### config.mk
export PLATFORM = sky130hd
export DESIGN_NAME = hki_divider
export DESIGN_NICKNAME = d
export VERILOG_FILES = /design/src/design/hki_pkg.sv /design/src/design/hki_divider.sv
export SDC_FILE = /design/constraint.sdc
export NUM_CORES = 1
export LEC_CHECK = 0
export ABC_AREA = 1
export BUFFER_PORTS_ARGS = -buffer_cell sky130_fd_sc_hd__buf_2
export CAP_MARGIN = 0
export CORE_UTILIZATION = 51
export DETAILED_ROUTE_END_ITERATION = 10
export PLACE_DENSITY_LB_ADDON = 0.05
export SLEW_MARGIN = 20
export SYNTH_ARGS = -nofsm -noshare
export SYNTH_HDL_FRONTEND = slang
export SYNTH_SLANG_ARGS = --single-unit
### constraint.sdc
create_clock -name clk -period 1.85 [get_ports clk]
set_input_delay 0.0925 -clock clk [delete_from_list [all_inputs] [get_ports clk]]
set_output_delay 0.0925 -clock clk [all_outputs]
set_load 0.05 [all_outputs]
### src/design/hki_pkg.sv
// Shared types and constants for the Hermite keyframe interpolator.
// No dependencies; every other file of the block refers to this package.
`timescale 1ns / 1ps

package hki_pkg;

  localparam int KEY_DEPTH_DEF = 64;
  localparam int TIME_W        = 24;
  localparam int VAL_W         = 32;
  localparam int INDEX_W       = 6;
  localparam int QUO_W         = 40;   // |n| * 65536 / |d| fits in 40 bits
  localparam int HMAG_W        = 63;   // magnitude of a Horner term, at most 2^62
  localparam int PROD_W        = QUO_W + HMAG_W;
  localparam int STEP_CNT_W    = 6;

  localparam logic [TIME_W-1:0] END_TIME = 24'hFFFF00;
  localparam logic [HMAG_W-1:0] LIM62    = 63'h4000_0000_0000_0000;

  localparam logic CMD_WRITE = 1'b0;
  localparam logic CMD_EVAL  = 1'b1;

  typedef struct packed {
    logic [TIME_W-1:0]       key_time;
    logic signed [VAL_W-1:0] value;
    logic signed [VAL_W-1:0] in_slope;
    logic signed [VAL_W-1:0] out_slope;
  } key_t;

  typedef struct packed {
    logic                 en;
    logic [INDEX_W-1:0]   index;
    key_t                 key;
  } wr_t;

  // Search token that walks down the row of key cells.
  // While searching, a is the key two back and b the key one back;
  // once done, a and b are the start and end keys of the segment.
  typedef struct packed {
    logic              valid;
    logic              done;
    logic              direct;
    logic [TIME_W-1:0] q;
    key_t              a;
    key_t              b;
  } token_t;

  typedef enum logic [3:0] {
    ST_IDLE,
    ST_SCAN,
    ST_SETUP,
    ST_DM0,
    ST_DM1,
    ST_COEF,
    ST_DIV,
    ST_MSTART,
    ST_MWAIT,
    ST_MACC,
    ST_FIN
  } state_t;

endpackage

### src/design/hki_divider.sv
// Restoring unsigned divider, one quotient bit per cycle.
// Depends on hki_pkg for widths.
`timescale 1ns / 1ps

module hki_divider (
  input  logic                         clk,
  input  logic                         rst_n,
  input  logic                         start,
  input  logic [hki_pkg::QUO_W-1:0]    dividend,
  input  logic [hki_pkg::TIME_W-1:0]   divisor,
  output logic [hki_pkg::QUO_W-1:0]    quotient,
  output logic                         done
);

  localparam int W = hki_pkg::TIME_W;

  logic [W-1:0]                      rem_r;
  logic [hki_pkg::QUO_W-1:0]         quo_r;
  logic [W-1:0]                      divs_r;
  logic [hki_pkg::STEP_CNT_W-1:0]    cnt_r;
  logic                              busy_r, done_r;
  logic [W:0]                        sh;
  logic [W+1:0]                      diff;

  always_comb begin
    sh   = {rem_r, quo_r[hki_pkg::QUO_W-1]};
    diff = {1'b0, sh} - {2'b00, divs_r};
  end

  always_ff @(posedge clk) begin
    if (!rst_n) begin
      busy_r <= 1'b0;
      done_r <= 1'b0;
      cnt_r  <= '0;
    end else begin
      done_r <= 1'b0;
      if (start) begin
        busy_r <= 1'b1;
        cnt_r  <= '0;
      end else if (busy_r) begin
        cnt_r <= cnt_r + 1'b1;
        if (cnt_r == hki_pkg::STEP_CNT_W'(hki_pkg::QUO_W - 1)) begin
          busy_r <= 1'b0;
          done_r <= 1'b1;
        end
      end
    end
  end

  always_ff @(posedge clk) begin
    if (start) begin
      rem_r  <= '0;
      quo_r  <= dividend;
      divs_r <= divisor;
    end else if (busy_r) begin
      if (!diff[W+1]) begin
        rem_r <= diff[W-1:0];
      end else begin
        rem_r <= sh[W-1:0];
      end
      quo_r <= {quo_r[hki_pkg::QUO_W-2:0], !diff[W+1]};
    end
  end

  assign quotient = quo_r;
  assign done     = done_r;

endmodule

==> run metrics <==
crit path time final=between 1500 and 2000 ps; Final GP Congestion=about 0.97; Avg Vias per Cell=between 4 and 5; register area=between 2000 and 3000 µm²; R2R depth=12; library cells used by synthesis=40; Final period util=103%; origin of the worst setup path=divs_r[1]$_DFFE_PP_; TNS Setup=-575 ps; CORE AREA=between 10000 and 15000 µm²; reg-to-reg endpoint=rem_r[19]$_SDFFE_PP0P_; Die Y=between 100 and 150 µm; top cell type's share of synthesized area=32.6%; RSZ-0062 raised after global routing=true; largest net degree at the start of global routing=between 50 and 60; final wirelength=~15 mm; critical path peak fanout=6; Hold Crit Class=primary input to register; final setup violation count=24; TritonCTS Buffers=9; Final Slew Violations=0; predominant post-synthesis flop cell=edfxtp_1; Starting Density=a little over half; fmax=524 MHz; Slew @ Worst Pin=between 500 and 600 ps; Hold Startpoint=dividend[28]; leakage power=4.10 nW; CTS root buf=clkbuf_16; maximum capacitance violations=0; worst reg2reg path startpoint=divs_r[1]$_DFFE_PP_; DR iter-0 viols=368; # clock sinks=96; EDFF count, synth=between 60 and 70; Max Root-Sink Buffers=2; Slew HR=63.5%; R2R Setup Slk=-60 ps; Final #Nets=1078; CP Data Required Time=2090 ps; register clock-pin slew on the reported worst setup and hold paths=70 ps; Multi-input gate area=between 3000 and 4000 µm²; #FFs+latches synth=96; status=finished, violations left; Arr. time, crit path=roughly 2200 ps; Tot GR Track Use=26.6%; DIE AREA=approximately 12000 µm²; asr flop ratio synth=0%; Clk Latency, worst-skew pair=between 300 and 400 ps; failing checks=negative setup slack; Warnings, synthesis=0; first-pass GRT wire length=~24 mm; post-route worst setup slack=-58.2 ps; site row count=38; average cell area after synthesis=roughly 7.4 µm²; # fillers=roughly 890; initial antenna violation count=0; wire length per cell=between 10 and 15 µm; power per cell area=about 700 nW/µm²; Area growth syn-to-layout=36.0%; synthesized area=5890 µm²; non-filler cells, final=roughly 1100; Clock Skews=approximately 11 ps; Setup CP Type=register to register; Final ANT Viol Nets=0; share of cells above drive strength 1=between 20% and 30%; Detailed Place HPWL=10.7 mm; vias in the first global route=~5300; TritonCTS clock tree=done; Die W=about 110 µm; antenna cells=0; Hold Vio Cnt, Final=0; H-tree depth=3; first-pass detailed-route iteration total=5; Crit. End Element=register; Syn Nets=891; residual DRC count=0; Top-Level Pins=108; Synth area leaders=edfxtp_1, nand2_1, dfxtp_1, inv_1, ha_1; CP startpoint kind=register; vias=about 5500; Remaining Overflow, GRT=0; Seq/Total Area, Yosys=approximately 44%; area leader, netlist=edfxtp_1; crit path capture=rem_r[19]$_SDFFE_PP0P_; Final Util=72.6%; cell count after synthesis=798; Placed Cells=~1100; PortBufs=107; Peak supply drop=0.877 mV
[cells in the mapped netlist (3+ instances only)]
master      n
a21oi_1    14
ha_1       25
nand3b_1   20
nor3_1      4
xnor2_1     8
dfxtp_1    32
nand4_1     5
nand3_1    45
edfxtp_1   64
nand3_2     9
nor2_2      3
buf_6       3
o21ai_0     6
nand2_2    12
clkbuf_1   11
nor2_1     30
inv_1     127
nand2_1   351
[critical path, cell delays in order (launching register included)]
cell and delay (ps):
edfxtp_1 410, inv_1 70, ha_1 290, nand2_1 80, nor2_2 150, nand3_2 110
nand3b_4 140, nand2_8 90, nand2_8 100, clkbuf_16 160, nand3_2 90, nand2_1 70
nand2_1 40
[layout by cell type (no fill, tap or decap), types with 3 or more instances in the layout]
cell	count
edfxtp_1	64
inv_2	9
nor2_2	7
buf_4	46
nor2_4	4
dfxtp_1	32
o21ai_1	4
xnor2_1	6
nor3_1	3
ha_4	16
dlygate4sd3_1	29
ha_1	8
buf_12	4
nand4_1	5
nand2_4	4
nand2_1	324
nand2_2	35
clkbuf_16	10
inv_1	120
a21oi_1	12
buf_6	6
buf_2	107
nand3_2	13
nor2_1	24
nand3b_1	20
nand3_1	41
[layout make-up]
cell class	count	area share [%]
Multi-Input combinational cell	553	38.9
Sequential cell	96	32.0
Timing Repair Buffer	195	17.1
Inverter	130	6.09
Clock buffer	10	2.86
Tap cell	140	2.19
Clock inverter	6	0.828
[per-stage QoR]
stage	setup slack [ps]	area, µm²	hold slack, ps	power [mW]
finish	-58.2	8010	7.03	5.60
global placement	-133	6920	269	3.57
detailed placement	-162	6920	271	3.58
CTS	-47.6	7700	0.877	5.56
floorplan	-221	5920	191	3.24
global route	-206	8010	5.67	5.81
[power breakdown]
group          leakage [nW]  switching, mW  internal, mW
clock                 0.137          0.865          1.06
combinational          3.06          0.757         0.394
sequential            0.904         0.0713          2.46
total                  4.10           1.69          3.91
[routing by layer]
metal	part of all wire [%]	vias to the layer above	global-route usage, %
met5	0	-	0
met4	1.6	0	6.57
met3	5.5	25	6.40
met2	47	171	45.0
met1	46	2493	34.1
li1	-	2853	-
[state kept, by name (all words and copies together) (netlist names)]
name and count:
busy_r 1, cnt_r 6, divs_r 24, done 1, quotient 40, rem_r 24
[cells by family after synthesis]
group	Yosys count	share of synthesized area, %
and+or+nand+nor	490	36.5
DFF	96	43.5
buffers and inverters	149	10.2
xor gates and xnor gates	10	1.49
AOI/OAI and AO/OA	27	2.72
adders and majority gates	26	5.65
[what timing repair did]
| action | CTS | global route |
|---|---|---|
| gates resized for setup | 20 | 67 |
| hold endpoints to repair | 29 | 0 |
| pin swaps | 10 | 15 |
| endpoints found under the setup margin | 25 | 25 |
| setup buffers | 7 | 2 |
| cloned | 2 | 1 |
| hold buffers | 29 | 0 |
[worst min-delay path by stage]
stage	to	slack (ps)	cells past startpoint
after floorplan	divs_r[0]$_DFFE_PP_	190	0
after global placement	divs_r[6]$_DFFE_PP_	270	1
after detailed placement	divs_r[13]$_DFFE_PP_	270	1
after CTS	quotient[32]$_DFFE_PP_	0.9	3
after global routing	quotient[4]$_DFFE_PP_	6	3
final	quotient[28]$_DFFE_PP_	7	3
Power figures use the tool's default switching activity.
