### src/design/hki_pkg.sv
// Shared types and constants for the Hermite keyframe interpolator.
// No dependencies; every other file of the block refers to this package.
`timescale 1ns / 1ps

package hki_pkg;

  localparam int KEY_DEPTH_DEF = 64;
  localparam int TIME_W        = 24;
  localparam int VAL_W         = 32;
  localparam int INDEX_W       = 6;
  localparam int QUO_W         = 40;   // |n| * 65536 / |d| fits in 40 bits
  localparam int HMAG_W        = 63;   // magnitude of a Horner term, at most 2^62
  localparam int PROD_W        = QUO_W + HMAG_W;
  localparam int STEP_CNT_W    = 6;

  localparam logic [TIME_W-1:0] END_TIME = 24'hFFFF00;
  localparam logic [HMAG_W-1:0] LIM62    = 63'h4000_0000_0000_0000;

  localparam logic CMD_WRITE = 1'b0;
  localparam logic CMD_EVAL  = 1'b1;

  typedef struct packed {
    logic [TIME_W-1:0]       key_time;
    logic signed [VAL_W-1:0] value;
    logic signed [VAL_W-1:0] in_slope;
    logic signed [VAL_W-1:0] out_slope;
  } key_t;

  typedef struct packed {
    logic                 en;
    logic [INDEX_W-1:0]   index;
    key_t                 key;
  } wr_t;

  // Search token that walks down the row of key cells.
  // While searching, a is the key two back and b the key one back;
  // once done, a and b are the start and end keys of the segment.
  typedef struct packed {
    logic              valid;
    logic              done;
    logic              direct;
    logic [TIME_W-1:0] q;
    key_t              a;
    key_t              b;
  } token_t;

  typedef enum logic [3:0] {
    ST_IDLE,
    ST_SCAN,
    ST_SETUP,
    ST_DM0,
    ST_DM1,
    ST_COEF,
    ST_DIV,
    ST_MSTART,
    ST_MWAIT,
    ST_MACC,
    ST_FIN
  } state_t;

endpackage

### src/design/hki_multiplier.sv
// Shift-and-add unsigned multiplier, one multiplier bit per cycle.
// Depends on hki_pkg for widths.
`timescale 1ns / 1ps

module hki_multiplier (
  input  logic                          clk,
  input  logic                          rst_n,
  input  logic                          start,
  input  logic [hki_pkg::QUO_W-1:0]     mag_a,
  input  logic [hki_pkg::HMAG_W-1:0]    mag_b,
  output logic [hki_pkg::PROD_W-1:0]    product,
  output logic                          done
);

  localparam int AW = hki_pkg::QUO_W;
  localparam int BW = hki_pkg::HMAG_W;

  logic [hki_pkg::PROD_W-1:0]       acc_r;
  logic [BW-1:0]                    mb_r;
  logic [hki_pkg::STEP_CNT_W-1:0]   cnt_r;
  logic                             busy_r, done_r;
  logic [BW:0]                      tmp;

  always_comb begin
    tmp = {1'b0, acc_r[hki_pkg::PROD_W-1:AW]} + (acc_r[0] ? {1'b0, mb_r} : '0);
  end

  always_ff @(posedge clk) begin
    if (!rst_n) begin
      busy_r <= 1'b0;
      done_r <= 1'b0;
      cnt_r  <= '0;
    end else begin
      done_r <= 1'b0;
      if (start) begin
        busy_r <= 1'b1;
        cnt_r  <= '0;
      end else if (busy_r) begin
        cnt_r <= cnt_r + 1'b1;
        if (cnt_r == hki_pkg::STEP_CNT_W'(AW - 1)) begin
          busy_r <= 1'b0;
          done_r <= 1'b1;
        end
      end
    end
  end

  always_ff @(posedge clk) begin
    if (start) begin
      acc_r <= {{BW{1'b0}}, mag_a};
      mb_r  <= mag_b;
    end else if (busy_r) begin
      acc_r <= {tmp, acc_r[AW-1:1]};
    end
  end

  assign product = acc_r;
  assign done    = done_r;

endmodule
### config.mk
export PLATFORM = sky130hd
export DESIGN_NAME = hki_multiplier
export DESIGN_NICKNAME = d
export VERILOG_FILES = /design/src/design/hki_pkg.sv /design/src/design/hki_multiplier.sv
export SDC_FILE = /design/constraint.sdc
export NUM_CORES = 1
export LEC_CHECK = 0
export ABC_AREA = 1
export BUFFER_PORTS_ARGS = -buffer_cell sky130_fd_sc_hd__buf_2
export CORE_AREA = 2 2 154 156
export CTS_CLUSTER_DIAMETER = 150
export CTS_CLUSTER_SIZE = 10
export DETAILED_ROUTE_END_ITERATION = 12
export DIE_AREA = 0 0 156 158
export PLACE_DENSITY = 0.87
export SLEW_MARGIN = 25
export SYNTH_ARGS = -nofsm -noshare
export SYNTH_HDL_FRONTEND = slang
export SYNTH_SLANG_ARGS = --single-unit
export TNS_END_PERCENT = 1
### constraint.sdc
create_clock -name clk -period 3.1 [get_ports clk]
set_input_delay 0.465 -clock clk [delete_from_list [all_inputs] [get_ports clk]]
set_output_delay 0.465 -clock clk [all_outputs]
set_load 0.05 [all_outputs]
==> results.txt <==
Routed Antenna Nets -> 0
Area Growth Syn to Fin -> 16.44%
Hold_buf cts -> 0
Post-Syn Area -> 12480 um^2
CTS resizes -> 0
Gate power share -> 28.0%
Final count of negative-setup-slack endpoints -> 0
CTS clock-pin slew for the worst setup and hold paths -> 0.08 ns
Cell count after synthesis -> 1940
Final Skew -> 0.01613 ns
Total CTS buffers -> 17
Layout cells sized above 1 -> 16.08%
Drt total wl -> 38.75 mm
DP Wirelength -> 30.59 mm
Placed Area -> 13940 um^2
Synth warnings -> 0
Grt ovf -> 0
Hold WC Path Type -> primary input to register
Htree depth -> 4
Vias/cell -> 5.101
Outcome -> completed
Post-CTS setup buffers -> 0
Nets@finish -> 2328
CP startpoint kind -> register
Die Wd -> 156 um
Fillers -> 2159
Worst Hold End -> mb_r[31]$_DFFE_PP_
Core area -> 23050 um^2
Clock root buffer -> clkbuf_16
Max_cap viols -> 0
Seq/Total Area, Yosys -> 36.18%
Sw Share -> 38.19%
Required @ worst endpoint -> 3.44 ns
Fin crit share -> 90.42%
Die area -> 24650 um^2
Clock share of power -> 31.9%
# DRC -> 0
Critical path arrival -> 3.14 ns
Final Max Slew Viols -> 0
Minimum clock period -> 2.803 ns
DR pass1 iterations -> 6
Reg power frac -> 40.1%
DP Cell Count -> 2428
Pwr Total -> 6.991 mW
Post-Synthesis Net Count -> 2111
LEAKAGE -> 8.473 nW
Worst-Skew Late Latency -> 0.46 ns
Syn Area/Cell -> 6.432 um^2
Setup tns final -> 0 ns
Clock sink count -> 174
VDD IR-drop max -> 0.0003704 V
Max-slew headroom -> 38.95%
Switching power -> 2.670 mW
Flop-to-flop setup slack -> 0.30 ns
Number of port buffers -> 209
Crit Path Max Fanout -> 64
Final worst slack -> 0.2970 ns
CTS tree -> yes
Worst slew pin tran -> 0.9157 ns
First-pass GRT wire length -> 60.60 mm
Via count -> 12550
Worst slack, placed -> 0.3899 ns
Pwr dens -> 481.1 nW/um^2
Worst Hold Launch -> mag_b[31]
Fin. Hold Viols -> 0
Crit end category -> register
Diodes inserted -> 0
Internal -> 4.322 mW
# rows -> 56
RSZ-0062 raised after global routing -> no
Gpl congestion -> 1.005
IO Count -> 210
Fin cells -> 2460
Initial antenna violation count -> 0
FF+latch count, synth -> 174
FF-to-FF path depth -> 16
Post-layout util -> 63.03%
Routed len/inst -> 15.75 um
Number of global-route vias before repair -> 11710
Worst Hold Depth -> 1
WS Path Type -> register to register
Design area -> 14530 um^2
GRT Overall Usage -> 31.85%
Max Buffers Root-to-Sink -> 2
Die H -> 158 um
Initial core utilization -> 54.13%
Min Hold Slack -> 0.1764 ns
Reg2reg end -> product[69]$_SDFFE_PP0P_
Pin count of the biggest net entering global routing -> 109
Highest Clock Rate -> 356.8 MHz
Initial DRC count -> 1062
Cell variety after synth -> 40
Crit Reg-Reg Startpoint -> product[0]$_DFFE_PP_
routing by layer:
layer	vias to the layer above	GRT usage, %	routed length, um
met3	43	5.338	3202
met4	0	8.213	614
met1	5694	43.45	17320
li1	6285	-	-
met2	527	52.76	17610
met5	-	0	0
Yosys cell counts, drive strengths merged:
library cell / instances / area, um^2
nor3b: 1 / 7.510
nor2: 200 / 823.3
a211oi: 2 / 15.01
and2: 2 / 13.77
nor3: 17 / 140.1
o21ai: 45 / 225.2
buf: 8 / 46.30
clkinv: 2 / 7.510
a31oi: 2 / 12.51
a21oi: 61 / 305.3
dlygate4sd1: 1 / 8.760
or2: 2 / 12.51
nand4: 11 / 68.82
nand2: 793 / 3047
fa: 1 / 20.02
a32o: 2 / 20.02
nand3: 78 / 445.4
o211ai: 6 / 45.04
ha: 64 / 800.8
a22o: 1 / 8.760
xnor2: 17 / 148.9
edfxtp: 103 / 3093
clkbuf: 24 / 90.09
xor2: 6 / 52.55
dfxtp: 71 / 1421
inv: 415 / 1558
nor4: 2 / 18.77
o21bai: 3 / 22.52
power by group through the flow:
| stage | Sequential, mW | Combinational [mW] | Clock (mW) |
|---|---|---|---|
| 6_report | 2.80 | 1.96 | 2.23 |
| 5_1_grt | 2.82 | 2.14 | 2.30 |
| 4_1_cts | 2.80 | 1.94 | 2.23 |
| 3_5_place_dp | 2.85 | 1.93 | 0 |
| 3_3_place_gp | 2.85 | 1.90 | 0 |
| 2_1_floorplan | 3.25 | 0.942 | 0 |
worst max-delay path, stage by stage, from the launching register on:
cell      delay, ns
edfxtp_1       0.42
buf_12         0.23
nand2_1        0.09
inv_1          0.04
ha_1           0.22
fa_1           0.46
nand3_1        0.14
nand3_2        0.12
nand2_1        0.10
nand2_2        0.10
nand2_1        0.10
nand2_1        0.12
nand2_1        0.10
nand2_2        0.10
xor2_1         0.15
o21ai_0        0.14
inv_1          0.05
placed cells by master, fill, tap and decap left out, types with 4 or more instances in the layout:
cell type    n
inv_1      408
nor3_2      11
o211ai_1     6
nand3_1     67
nor3_1       6
inv_2        6
inv_8        5
buf_2      208
o21ai_1      4
xor2_1       6
nor2_2      23
o21ai_0     41
xnor2_1     17
clkbuf_16   17
nand2_2     28
edfxtp_1   103
nand4_1     11
dfxtp_1     70
nor2_1     175
nand2_1    765
nand3_2     11
a21oi_1     61
ha_1        64
buf_4       21
logic make-up (layout without fill, tap and decap cells):
family | after synthesis | count (layout) | synth area share, %
AOI/OAI and AO/OA | 122 | 122 | 5.244
and+or+nand+nor | 1106 | 1106 | 36.68
xor gates and xnor gates | 23 | 23 | 1.614
DFF | 174 | 174 | 36.18
buffers and inverters | 450 | 680 | 13.71
adders and majority gates | 65 | 65 | 6.578
flip-flops by register name (all words and copies together), names as in the netlist:
register	count
product	103
busy_r	1
cnt_r	6
mb_r	63
done	1
layout make-up:
class | instances | area [um^2] | share of cell area [%]
tap | 290 | 362.8 | 2.497
inverter | 417 | 1567 | 10.78
sequential | 174 | 4516 | 31.08
timing repair buffer | 231 | 1239 | 8.525
clock inverter | 14 | 163.9 | 1.128
multi-input combinational | 1316 | 6254 | 43.04
clock buffer | 18 | 429.2 | 2.954
worst max path at each step:
| stage | end | start |
|---|---|---|
| after floorplan | product[69]$_SDFFE_PP0P_ | product[0]$_DFFE_PP_ |
| after global placement | product[69]$_SDFFE_PP0P_ | product[0]$_DFFE_PP_ |
| after detailed placement | product[85]$_SDFFE_PP0P_ | product[0]$_DFFE_PP_ |
| after CTS | product[69]$_SDFFE_PP0P_ | product[0]$_DFFE_PP_ |
| after global routing | product[69]$_SDFFE_PP0P_ | product[0]$_DFFE_PP_ |
| final | product[69]$_SDFFE_PP0P_ | product[0]$_DFFE_PP_ |
No activity file was read; power rests on OpenSTA's default activity.
