File: config.mk
export PLATFORM = sky130hd
export DESIGN_NAME = hki_cell
export DESIGN_NICKNAME = d
export VERILOG_FILES = /design/src/design/hki_pkg.sv /design/src/design/hki_cell.sv
export SDC_FILE = /design/constraint.sdc
export NUM_CORES = 1
export LEC_CHECK = 0
export BUFFER_PORTS_ARGS = -buffer_cell sky130_fd_sc_hd__buf_2
export CAP_MARGIN = 20
export CORE_AREA = 2 2 257 259
export DETAILED_ROUTE_END_ITERATION = 10
export DIE_AREA = 0 0 259 261
export PLACE_DENSITY = 0.49
export SYNTH_ARGS = -nofsm -noshare
export SYNTH_HDL_FRONTEND = slang
export SYNTH_SLANG_ARGS = --single-unit
export TNS_END_PERCENT = 50
File: constraint.sdc
create_clock -name clk -period 7.8 [get_ports clk]
set_input_delay 0.39 -clock clk [delete_from_list [all_inputs] [get_ports clk]]
set_output_delay 0.39 -clock clk [all_outputs]
set_load 0.005 [all_outputs]
File: src/design/hki_pkg.sv
// Shared types and constants for the Hermite keyframe interpolator.
// No dependencies; every other file of the block refers to this package.
`timescale 1ns / 1ps

package hki_pkg;

  localparam int KEY_DEPTH_DEF = 64;
  localparam int TIME_W        = 24;
  localparam int VAL_W         = 32;
  localparam int INDEX_W       = 6;
  localparam int QUO_W         = 40;   // |n| * 65536 / |d| fits in 40 bits
  localparam int HMAG_W        = 63;   // magnitude of a Horner term, at most 2^62
  localparam int PROD_W        = QUO_W + HMAG_W;
  localparam int STEP_CNT_W    = 6;

  localparam logic [TIME_W-1:0] END_TIME = 24'hFFFF00;
  localparam logic [HMAG_W-1:0] LIM62    = 63'h4000_0000_0000_0000;

  localparam logic CMD_WRITE = 1'b0;
  localparam logic CMD_EVAL  = 1'b1;

  typedef struct packed {
    logic [TIME_W-1:0]       key_time;
    logic signed [VAL_W-1:0] value;
    logic signed [VAL_W-1:0] in_slope;
    logic signed [VAL_W-1:0] out_slope;
  } key_t;

  typedef struct packed {
    logic                 en;
    logic [INDEX_W-1:0]   index;
    key_t                 key;
  } wr_t;

  // Search token that walks down the row of key cells.
  // While searching, a is the key two back and b the key one back;
  // once done, a and b are the start and end keys of the segment.
  typedef struct packed {
    logic              valid;
    logic              done;
    logic              direct;
    logic [TIME_W-1:0] q;
    key_t              a;
    key_t              b;
  } token_t;

  typedef enum logic [3:0] {
    ST_IDLE,
    ST_SCAN,
    ST_SETUP,
    ST_DM0,
    ST_DM1,
    ST_COEF,
    ST_DIV,
    ST_MSTART,
    ST_MWAIT,
    ST_MACC,
    ST_FIN
  } state_t;

endpackage

File: src/design/hki_cell.sv
// One key cell: stores one keyframe and advances the search token by one step.
// Depends on hki_pkg for key, write and token types.
`timescale 1ns / 1ps

module hki_cell #(
  parameter int CELL_IDX  = 0,
  parameter int KEY_DEPTH = hki_pkg::KEY_DEPTH_DEF
) (
  input  logic            clk,
  input  logic            rst_n,
  input  hki_pkg::wr_t    wr,
  input  hki_pkg::token_t tok_in,
  output hki_pkg::token_t tok_out
);

  localparam bit IS_FIRST  = (CELL_IDX == 0);
  localparam bit IS_LAST   = (CELL_IDX == KEY_DEPTH - 1);
  localparam bit STEP_BACK = (CELL_IDX > 1);

  hki_pkg::key_t   key_r;
  hki_pkg::token_t tok_r;
  hki_pkg::token_t tok_nxt;

  logic q_le, is_end, hold;

  always_ff @(posedge clk) begin
    if (wr.en && (32'(wr.index) == 32'(CELL_IDX))) begin
      key_r <= wr.key;
    end
  end

  always_comb begin
    q_le    = (tok_in.q <= key_r.key_time);
    is_end  = (key_r.key_time == hki_pkg::END_TIME);
    // Passing the end key beyond entry one keeps the two keys before it.
    hold    = is_end && !q_le && STEP_BACK;
    tok_nxt = tok_in;
    if (IS_FIRST) begin
      tok_nxt.done   = (tok_in.q < key_r.key_time);
      tok_nxt.direct = (tok_in.q < key_r.key_time);
      tok_nxt.a      = tok_in.b;
      tok_nxt.b      = key_r;
    end else if (!tok_in.done) begin
      tok_nxt.done = q_le || is_end || IS_LAST;
      if (!hold) begin
        tok_nxt.a = tok_in.b;
        tok_nxt.b = key_r;
      end
    end
  end

  always_ff @(posedge clk) begin
    if (!rst_n) begin
      tok_r.valid <= 1'b0;
    end else begin
      tok_r.valid <= tok_nxt.valid;
    end
    tok_r.done   <= tok_nxt.done;
    tok_r.direct <= tok_nxt.direct;
    tok_r.q      <= tok_nxt.q;
    tok_r.a      <= tok_nxt.a;
    tok_r.b      <= tok_nxt.b;
  end

  assign tok_out = tok_r;

endmodule

==> summary.md, run 1 <==
| Metric | Value |
|---|---|
| Outcome | `finished clean` |
| Syn Area/Cell | `a little over 20 um^2` |
| Post-CTS setup buffer count | `0` |
| Min Tclk post-route | `about 1.8 ns` |
| Largest area contributor in the netlist | `dfxtp_1` |
| Final period util | `a little under a quarter` |
| Fillers | `6643` |
| Crit-path max FO | `62` |
| H-tree depth | `2` |
| CTS Buf Count | `44` |
| Routed wire length | `between 30000 and 40000 um` |
| Required @ worst endpoint | `7.99 ns` |
| Post-synth EDFFs | `between 100 and 150` |
| Placer congestion estimate | `around 0.75` |
| Die footprint | `0.0676 mm^2` |
| Final Cell Area | `~0.018 mm^2` |
| Area post-placement | `around 0.013 mm^2` |
| Vias per cell | `about 3.1` |
| Number of warnings issued by yosys | `0` |
| Worst vdd ir | `198 uV` |
| Setup crit end kind | `register` |
| Post-Synthesis Cells | `around 470` |
| Setup violations, final | `0` |
| Register area | `between 0.008 and 0.009 mm^2` |
| Initial DRC count | `around 250` |
| Multi-input gate area | `~530 um^2` |
| P_leak | `just under 8 nW` |
| Post-synth top flop | `dfxtp_1` |
| Layout cell share with drive strength beyond 1 | `between 40 and 50%` |
| Worst-skew pair later-pin latency | `0.58 ns` |
| Slew margin rel. | `38.5%` |
| TNS Setup | `0 ns` |
| FFs w/ async S/R, synth | `0%` |
| Max Cap Violations | `0` |
| Pin count of the biggest net entering global routing | `63` |
| Commonest cells post-synth | `dfxtp_1, edfxtp_1, inv_1, ha_1, a21oi_1` |
| Crit path arrival time | `2.03 ns` |
| Layout Nets | `between 1500 and 2000` |
| Chip width | `~260 um` |
| GRT Resource Usage Total | `8.52%` |
| Syn Nets | `between 800 and 900` |
| WHS | `around 0.34 ns` |
| Final ANT Viol Nets | `0` |
| Layout area overhead | `84.2%` |
| Peak Freq | `approximately 550 MHz` |
| Worst clock skew | `0.0183 ns` |
| RSZ-0062 raised after global routing | `false` |
| Clk root buf | `clkbuf_16` |
| Initial Util | `between 10 and 15%` |
| Most common cell in the netlist | `dfxtp_1` |
| Synth top area share | `between 50% and 60%` |
| Kind of start point of the critical path | `input port` |
| First-pass GRT wire length | `43100 um` |
| CTS tree | `done` |
| Vias in the first global route | `7276` |
| Mapped Area | `roughly 0.0095 mm^2` |
| Power Density | `roughly 260 mW/mm^2` |
| # DRC | `0` |
| Post-synthesis sequential area ratio | `93.5%` |
| Max Buffers Root-to-Sink | `3` |
| Ports | `approximately 660` |
| FP Rows | `94` |
| Final hold vios | `0` |
| CTS Sinks | `386` |
| Drt first pass iters | `4` |
| Detailed Place HPWL | `21500 um` |
| Clock-pin slew on the worst setup and hold paths | `roughly 0.060 ns` |
| Vias | `~6900` |
| Crit path kind | `input port to register` |
| Avg WL per Cell | `approximately 14 um` |
| Tightest Pin Transition | `between 0.9 and 1 ns` |
| Synth area leaders | `dfxtp_1, edfxtp_1, ha_1` |
| Synth unique cells | `23` |
| I/O Buffers | `between 500 and 600` |
| Overflow after GRT | `0` |
| Core area | `roughly 0.065 mm^2` |
| CTS resizes | `0` |
| Hold Path Class | `register to register` |
| Slew Viols, Final | `0` |
| Cts hold-fix bufs | `266` |
| Die height | `261 um` |
| Synthesis-stage register bit count | `386` |
| Initial antenna violation count | `11` |
## metal layers
layer	share of wire (%)	GRT usage [%]
met5	0.22	0
met3	10	4.21
met2	48	14.0
met4	2.7	3.15
met1	38	9.49
## metrics by stage
step	total power [W]	util, %	setup slack, ns	instances
floorplan	0.00219	-	2.61	471
global placement	0.00231	20.5	5.40	1876
detailed placement	0.00231	20.5	5.36	1876
CTS	0.00462	27.0	5.99	2224
global route	0.00474	27.0	5.87	2228
finish	0.00453	27.0	5.97	2230
## worst paths after layout
path	slack (ns)	from	cells past startpoint	end
setup reg to reg	6.17	key_r[109]$_DFFE_PP_	7	tok_out[264]$_DFF_P_
hold reg to reg	0.34	key_r[37]$_DFFE_PP_	0	tok_out[37]$_DFF_P_
setup / recovery	5.97	wr[124]	4	key_r[34]$_DFFE_PP_
hold / removal	0.34	key_r[37]$_DFFE_PP_	0	tok_out[37]$_DFF_P_
## power breakdown
| part | switching [W] | internal (W) |
|---|---|---|
| Combinational | 0.0000806 | 0.000169 |
| Sequential | 0.0000131 | 0.00212 |
| Clock | 0.000883 | 0.00127 |
| Total | 0.000976 | 0.00355 |
## final cells by class
| class | instances | area share (%) |
|---|---|---|
| Clock inverter | 24 | 1.50 |
| Antenna cell | 6 | 0.0854 |
| Tap cell | 864 | 6.15 |
| Clock buffer | 58 | 7.38 |
| Multi-Input combinational cell | 60 | 3.02 |
| Timing Repair Buffer | 808 | 30.6 |
| Inverter | 24 | 0.512 |
| Sequential cell | 386 | 50.8 |
## cell families after synthesis
family | Yosys count | synth area share (%)
adders and majority gates | 23 | 3.01
buffers and inverters | 25 | 1.02
and+or+nand+nor | 19 | 1.13
DFF | 386 | 93.5
AOI/OAI and AO/OA | 18 | 1.32
## cell usage in the layout, fill, tap and decap left out, types with 6 or more instances in the layout
cell,Yosys,final
buf_2,0,540
dlygate4sd3_1,0,266
dfxtp_1,266,266
edfxtp_1,120,120
clkbuf_16,0,48
inv_1,24,24
ha_1,23,23
a21oi_1,9,9
clkinv_2,0,8
diode_2,0,6
clkbuf_8,0,6
## worst max-delay path, cell delays in order
cell    delay (ns)
buf_2         0.09
or4b_1        0.56
nor4_4        0.17
buf_4         0.70
## flip-flops by register name, summed over array words and instances, names as in the netlist
signal   cells
tok_out    266
key_r      120
(Power assumes the default switching activity.)
==> run 2, diff against run 1 <==
==> constraint.sdc (replaced) <==
create_clock -name clk -period 1.5 [get_ports clk]
set_input_delay 0.075 -clock clk [delete_from_list [all_inputs] [get_ports clk]]
set_output_delay 0.075 -clock clk [all_outputs]
set_load 0.005 [all_outputs]
==> run 2 against run 1 <==
Against the previous run:
- the flow now finishes with violations (setup timing)
- setup slack got worse by 6.0 ns
- die area did not move
- via count increased by 1.3%
- clock skew fell by 0.0086 ns
- combinational power increased to 5.4 times the previous value
- register-to-register slack worse by 6.2 ns
- design area is 1.2% higher
- clock power grew to 4.9 times the previous value
- critical endpoint is now tok_out[264]$_DFF_P_
- largest cell class unchanged
==> summary.md, run 2 (synthesized netlist as in run 1, its figures left out) <==
| Metric | Value |
|---|---|
| Outcome | `complete, but fails checks` |
| Failing checks | `setup timing` |
| CTS Buf Count | `between 40 and 50` |
| Core area | `~0.065 mm^2` |
| RSZ-0062 raised after global routing | `true` |
| Max FFs per register | `between 200 and 300` |
| Crit-path slowest cell | `edfxtp_1` |
| Chip width | `roughly 260 um` |
| FP Rows | `94` |
| GRT Resource Usage Total | `roughly 8.6%` |
| Final period util | `102%` |
| Initial DRC count | `233` |
| Clock-pin slew on the worst setup and hold paths | `around 0.060 ns` |
| Min Tclk post-route | `~1.5 ns` |
| P_leak | `7.81 nW` |
| Crit-path max FO | `2` |
| Hold path start | `wr[123]` |
| Layout area overhead | `86.3%` |
| Pin count of the biggest net entering global routing | `22` |
| Vias in the first global route | `between 7000 and 8000` |
| Routed wire length | `between 30000 and 40000 um` |
| Hold Path Class | `input port to register` |
| Critical path's largest stage delay | `around 0.39 ns` |
| Finished Core Util | `a little over a quarter` |
| Slew margin rel. | `between 70% and 80%` |
| Detailed Place HPWL | `between 20000 and 25000 um` |
| CTS tree | `done` |
| H-tree depth | `2` |
| Multi-input gate area | `~600 um^2` |
| Required @ worst endpoint | `roughly 1.9 ns` |
| TNS Setup | `-0.0349 ns` |
| Metal1 wirelength | `roughly 12000 um` |
| Crit path kind | `register to register` |
| Peak Freq | `roughly 650 MHz` |
| Most common cell after layout, fill and taps aside | `buf_2` |
| Fillers | `6659` |
| Worst vdd ir | `between 800 and 900 uV` |
| Final ANT Viol Nets | `0` |
| Max Cap Violations | `0` |
| Crit path arrival time | `1.96 ns` |
| Overflow after GRT | `0` |
| Ports | `663` |
| Worst path bufs/invs | `2` |
| Placer congestion estimate | `between 0.7 and 0.8` |
| Most frequent cells in the layout | `buf_2, dlygate4sd3_1, dfxtp_1, edfxtp_1, clkbuf_16` |
| CTS Sinks | `slightly below 400` |
| CP delay by family, top | `compound AO/OA/AOI/OAI gates` |
| Avg WL per Cell | `roughly 14 um` |
| CP Launch Point | `key_r[106]$_DFFE_PP_` |
| Met2 WL post-DR | `~15000 um` |
| Power Density | `approximately 1300 mW/mm^2` |
| PnR worst setup slack | `-0.0349 ns` |
| Initial Util | `about 15%` |
| Die footprint | `0.0676 mm^2` |
| Layout cell share with drive strength beyond 1 | `between 40% and 50%` |
| I/O Buffers | `540` |
| Final hold vios | `0` |
| Setup crit end kind | `register` |
| Die height | `261 um` |
| Highest routed layer | `met5` |
| Slew Viols, Final | `0` |
| Initial antenna violation count | `9` |
| Setup violations, final | `1` |
| Reg2reg start | `key_r[106]$_DFFE_PP_` |
| First-pass GRT wire length | `around 44000 um` |
| Register area | `0.00893 mm^2` |
| Layout Nets | `between 1500 and 2000` |
| Vias | `roughly 7000` |
| # DRC | `0` |
| Max Buffers Root-to-Sink | `3` |
| Tightest Pin Transition | `0.301 ns` |
| Worst clock skew | `roughly 0.0098 ns` |
| Worst-skew pair later-pin latency | `about 0.55 ns` |
| Drt first pass iters | `4` |
| Crit path cell chain | `inv_2 -> ha_4 -> nand2_2 -> nor2_2 -> a211oi_2 -> buf_4 -> a2111oi_4 -> a21oi_1` |
| Kind of start point of the critical path | `register` |
| Clk root buf | `clkbuf_16` |
| WL met3 | `slightly below 3000 um` |
| Vias per cell | `around 3.1` |
-- run 2: cell types whose count changed in the layout (fill, tap and decap cells not counted), moves of 3 or more --
cell           delta
buf_12            +6
dlygate4sd3_1     +3
inv_1             -3
diode_2           -4
clkbuf_8          -4
clkinv_2          +5
ha_4              +3
ha_1              -3
buf_4            +13
inv_2             +3
-- run 2: layer usage --
metal  vias to the layer above  global-route usage (%)
li1                       3380                       -
met1                      3207                    9.93
met2                       330                    13.9
met3                        65                    3.93
met4                        14                    3.42
met5                         -                       0
-- run 2: through the flow --
step | hold WS [ns] | cell area, um^2 | setup slack, ns | std cells | total power (W)
after global placement | 0.177 | 13600 | -0.246 | 1893 | 0.0121
after CTS | 0.0251 | 17800 | -0.0342 | 2246 | 0.0234
after floorplan | 0.103 | 9560 | -3.36 | 471 | 0.0114
final | 0.0800 | 17800 | -0.0349 | 2249 | 0.0230
after global routing | 0.0493 | 17800 | -0.122 | 2247 | 0.0239
after detailed placement | 0.179 | 13600 | -0.244 | 1893 | 0.0121
-- run 2: worst paths after layout --
path / endpoint / slack (ns) / depth (start not counted)
max: tok_out[264]$_DFF_P_ / -0.03 / 8
min: key_r[26]$_DFFE_PP_ / 0.08 / 4
min reg2reg: tok_out[70]$_DFF_P_ / 0.33 / 0
max reg2reg: tok_out[264]$_DFF_P_ / -0.03 / 8
-- run 2: area by class of cell --
| cell class | count | area share (%) |
|---|---|---|
| Timing Repair Buffer | 830 | 31.6 |
| Tap cell | 864 | 6.08 |
| Clock inverter | 26 | 1.01 |
| Clock buffer | 57 | 7.17 |
| Antenna cell | 2 | 0.0281 |
| Inverter | 24 | 0.506 |
| Sequential cell | 386 | 50.2 |
| Multi-Input combinational cell | 60 | 3.39 |
-- run 2: power breakdown --
group          internal [W]  leakage [nW]  total, W  switching [W]
logic              0.000905          3.75   0.00134       0.000439
registers            0.0110          3.32    0.0111      0.0000710
clock network       0.00611         0.731    0.0105        0.00443
total                0.0180          7.81    0.0230        0.00494
-- run 2: what timing repair did --
item | 4_1_cts | 5_1_grt
hold endpoints to repair | 275 | 0
setup buffers | 1 | 1
pin swaps | 4 | 2
setup endpoints to repair | 1 | 1
resized for setup | 10 | 4
hold buffers | 269 | 0
-- run 2: worst min-delay path: cells and delay by family --
family,cells,cell delay (ns)
buffers and inverters,2,0.22
and+or+nand+nor,2,0.16
==> run 3, diff against run 2 <==
--- a/config.mk
+++ b/config.mk
@@ -8,6 +8,7 @@
 export BUFFER_PORTS_ARGS = -buffer_cell sky130_fd_sc_hd__buf_2
 export CAP_MARGIN = 20
 export CORE_AREA = 2 2 257 259
+export CTS_BUF_LIST = sky130_fd_sc_hd__clkbuf_16
 export DETAILED_ROUTE_END_ITERATION = 10
 export DIE_AREA = 0 0 259 261
 export PLACE_DENSITY = 0.49
==> run 3 against run 2 <==
Against the previous run:
- the flow still finishes with violations (setup timing)
- sequential power barely moved
- utilization barely moved
- routed wire length barely moved
==> summary.md, run 3 (synthesized netlist as in run 1, its figures left out) <==
| Metric | Value |
|---|---|
| Initial DRC count | `about 230` |
| Crit path kind | `register to register` |
| Max FFs per register | `~270` |
| Avg WL per Cell | `approximately 14 um` |
| Share of total power in the clock network | `45.5%` |
| Slew margin rel. | `between 70% and 80%` |
| Gate power share | `5.9%` |
| Layout cell share with drive strength beyond 1 | `47.1%` |
| Clock-pin slew on the worst setup and hold paths | `about 0.060 ns` |
| Vias per cell | `about 3.1` |
| Power Density | `between 1000 and 1500 mW/mm^2` |
| Peak Freq | `roughly 650 MHz` |
| RSZ-0062 raised after global routing | `true` |
| Final Cell Area | `approximately 0.018 mm^2` |
| Pin count of the biggest net entering global routing | `22` |
| Hold Path Class | `input port to register` |
| WHS | `between 0.08 and 0.09 ns` |
| Internal power | `approximately 0.018 W` |
| Worst-skew pair later-pin latency | `roughly 0.55 ns` |
| CTS Buf Count | `45` |
| Most common cell after layout, fill and taps aside | `buf_2` |
| P_sw | `between 0.004 and 0.005 W` |
| Min Tclk post-route | `between 1.5 and 2 ns` |
| Outcome | `complete, but fails checks` |
| I/O Buffers | `540` |
| # DRC | `0` |
| Layout area overhead | `86.1%` |
| Final hold vios | `0` |
| CTS tree | `done` |
| FP Rows | `94` |
| Layout Nets | `1766` |
| Final Power | `between 0.02 and 0.025 W` |
| Max Cap Violations | `0` |
| First-pass GRT wire length | `43500 um` |
| Max Buffers Root-to-Sink | `3` |
| Clk root buf | `clkbuf_16` |
| Ports | `around 660` |
| Fillers | `around 6700` |
| Sequential Power Share | `around half` |
| Worst vdd ir | `around 840 uV` |
| R2R Setup Slk | `-0.03 ns` |
| Kind of start point of the critical path | `register` |
| Die footprint | `0.0676 mm^2` |
| TNS Setup | `-0.0348 ns` |
| H-tree depth | `2` |
| Worst clock skew | `roughly 0.011 ns` |
| Sw Share | `21.6%` |
| Worst slack, placed | `-0.244 ns` |
| Drt first pass iters | `4` |
| Setup violations, final | `1` |
| GRT Resource Usage Total | `approximately 8.6%` |
| Failing checks | `setup timing` |
| Detailed Place HPWL | `~22000 um` |
| Crit path arrival time | `around 2.0 ns` |
| Vias | `around 7000` |
| CTS Sinks | `386` |
| Slew Viols, Final | `0` |
| PnR worst setup slack | `-0.0348 ns` |
| Area post-placement | `approximately 0.014 mm^2` |
| Required @ worst endpoint | `around 1.9 ns` |
| Placer congestion estimate | `approximately 0.75` |
| Chip width | `approximately 260 um` |
| Most frequent cells in the layout | `buf_2, dlygate4sd3_1, dfxtp_1, edfxtp_1, clkbuf_16` |
| Initial antenna violation count | `9` |
| Overflow after GRT | `0` |
| Setup crit end kind | `register` |
| Final ANT Viol Nets | `0` |
| Initial Util | `between 10% and 20%` |
| Die height | `~260 um` |
| Vias in the first global route | `7507` |
| P_leak | `7.82 nW` |
| Tightest Pin Transition | `0.301 ns` |
| Final period util | `102%` |
| Crit-path max FO | `2` |
| Core area | `between 0.06 and 0.07 mm^2` |
| Routed wire length | `between 30000 and 40000 um` |
-- run 3: changes by cell type in the layout (fill, tap and decap cells not counted), sizes merged --
| cell | change |
|---|---|
| clkbuf | -8 |
| inv | +6 |
| clkinv | +2 |
-- run 3: layer usage --
metal  GRT usage, %  up-vias  wire [um]
met5              0        -         76
met4           3.50       14        919
met3           3.84       67       2900
met2           13.9      323      15100
met1           9.92     3201      12300
li1               -     3385          -
-- run 3: path summary, 6_finish.rpt --
check                            start  depth (start not counted)                   end
setup / recovery  key_r[106]$_DFFE_PP_                          8  tok_out[264]$_DFF_P_
hold reg to reg    key_r[70]$_DFFE_PP_                          0   tok_out[70]$_DFF_P_
hold / removal                 wr[123]                          4   key_r[26]$_DFFE_PP_
setup reg to reg  key_r[106]$_DFFE_PP_                          8  tok_out[264]$_DFF_P_
-- run 3: area by class of cell --
class / instances / area (um^2) / area share, %
inverter: 24 / 90.1 / 0.507
antenna: 2 / 5.00 / 0.0282
multi-input combinational: 60 / 603 / 3.39
timing repair buffer: 830 / 5630 / 31.7
clock inverter: 34 / 210 / 1.18
sequential: 386 / 8930 / 50.2
clock buffer: 49 / 1230 / 6.90
tap: 864 / 1080 / 6.08
-- run 3: power groups by stage --
stage                     Clock, W  Sequential (W)  Combinational (W)
final                       0.0104          0.0111            0.00134
after global placement           0          0.0113           0.000752
after CTS                   0.0108          0.0111            0.00135
after global routing        0.0112          0.0111            0.00146
after detailed placement         0          0.0113           0.000761
after floorplan                  0          0.0113          0.0000692
-- run 3: through the flow --
step                cells  util, %
global placement     1893     20.8
global route         2247     27.3
finish               2249     27.3
floorplan             471        -
detailed placement   1893     20.8
CTS                  2246     27.3
-- run 3: what timing repair did --
action                                 4_1_cts  5_1_grt
gates resized for setup                     10        4
hold buffers                               269        0
gates cloned                                 0        0
endpoints found under the hold margin      275        0
pin swaps                                    4        2
setup buffers                                1        1
setup endpoints to repair                    1        1
-- run 3: worst max-delay path, cell delays in order, from the launching register on --
cell       delay [ns]
edfxtp_1         0.39
inv_2            0.06
ha_4             0.27
nand2_2          0.05
nor2_2           0.09
a211oi_2         0.05
buf_4            0.14
a2111oi_4        0.27
a21oi_1          0.09
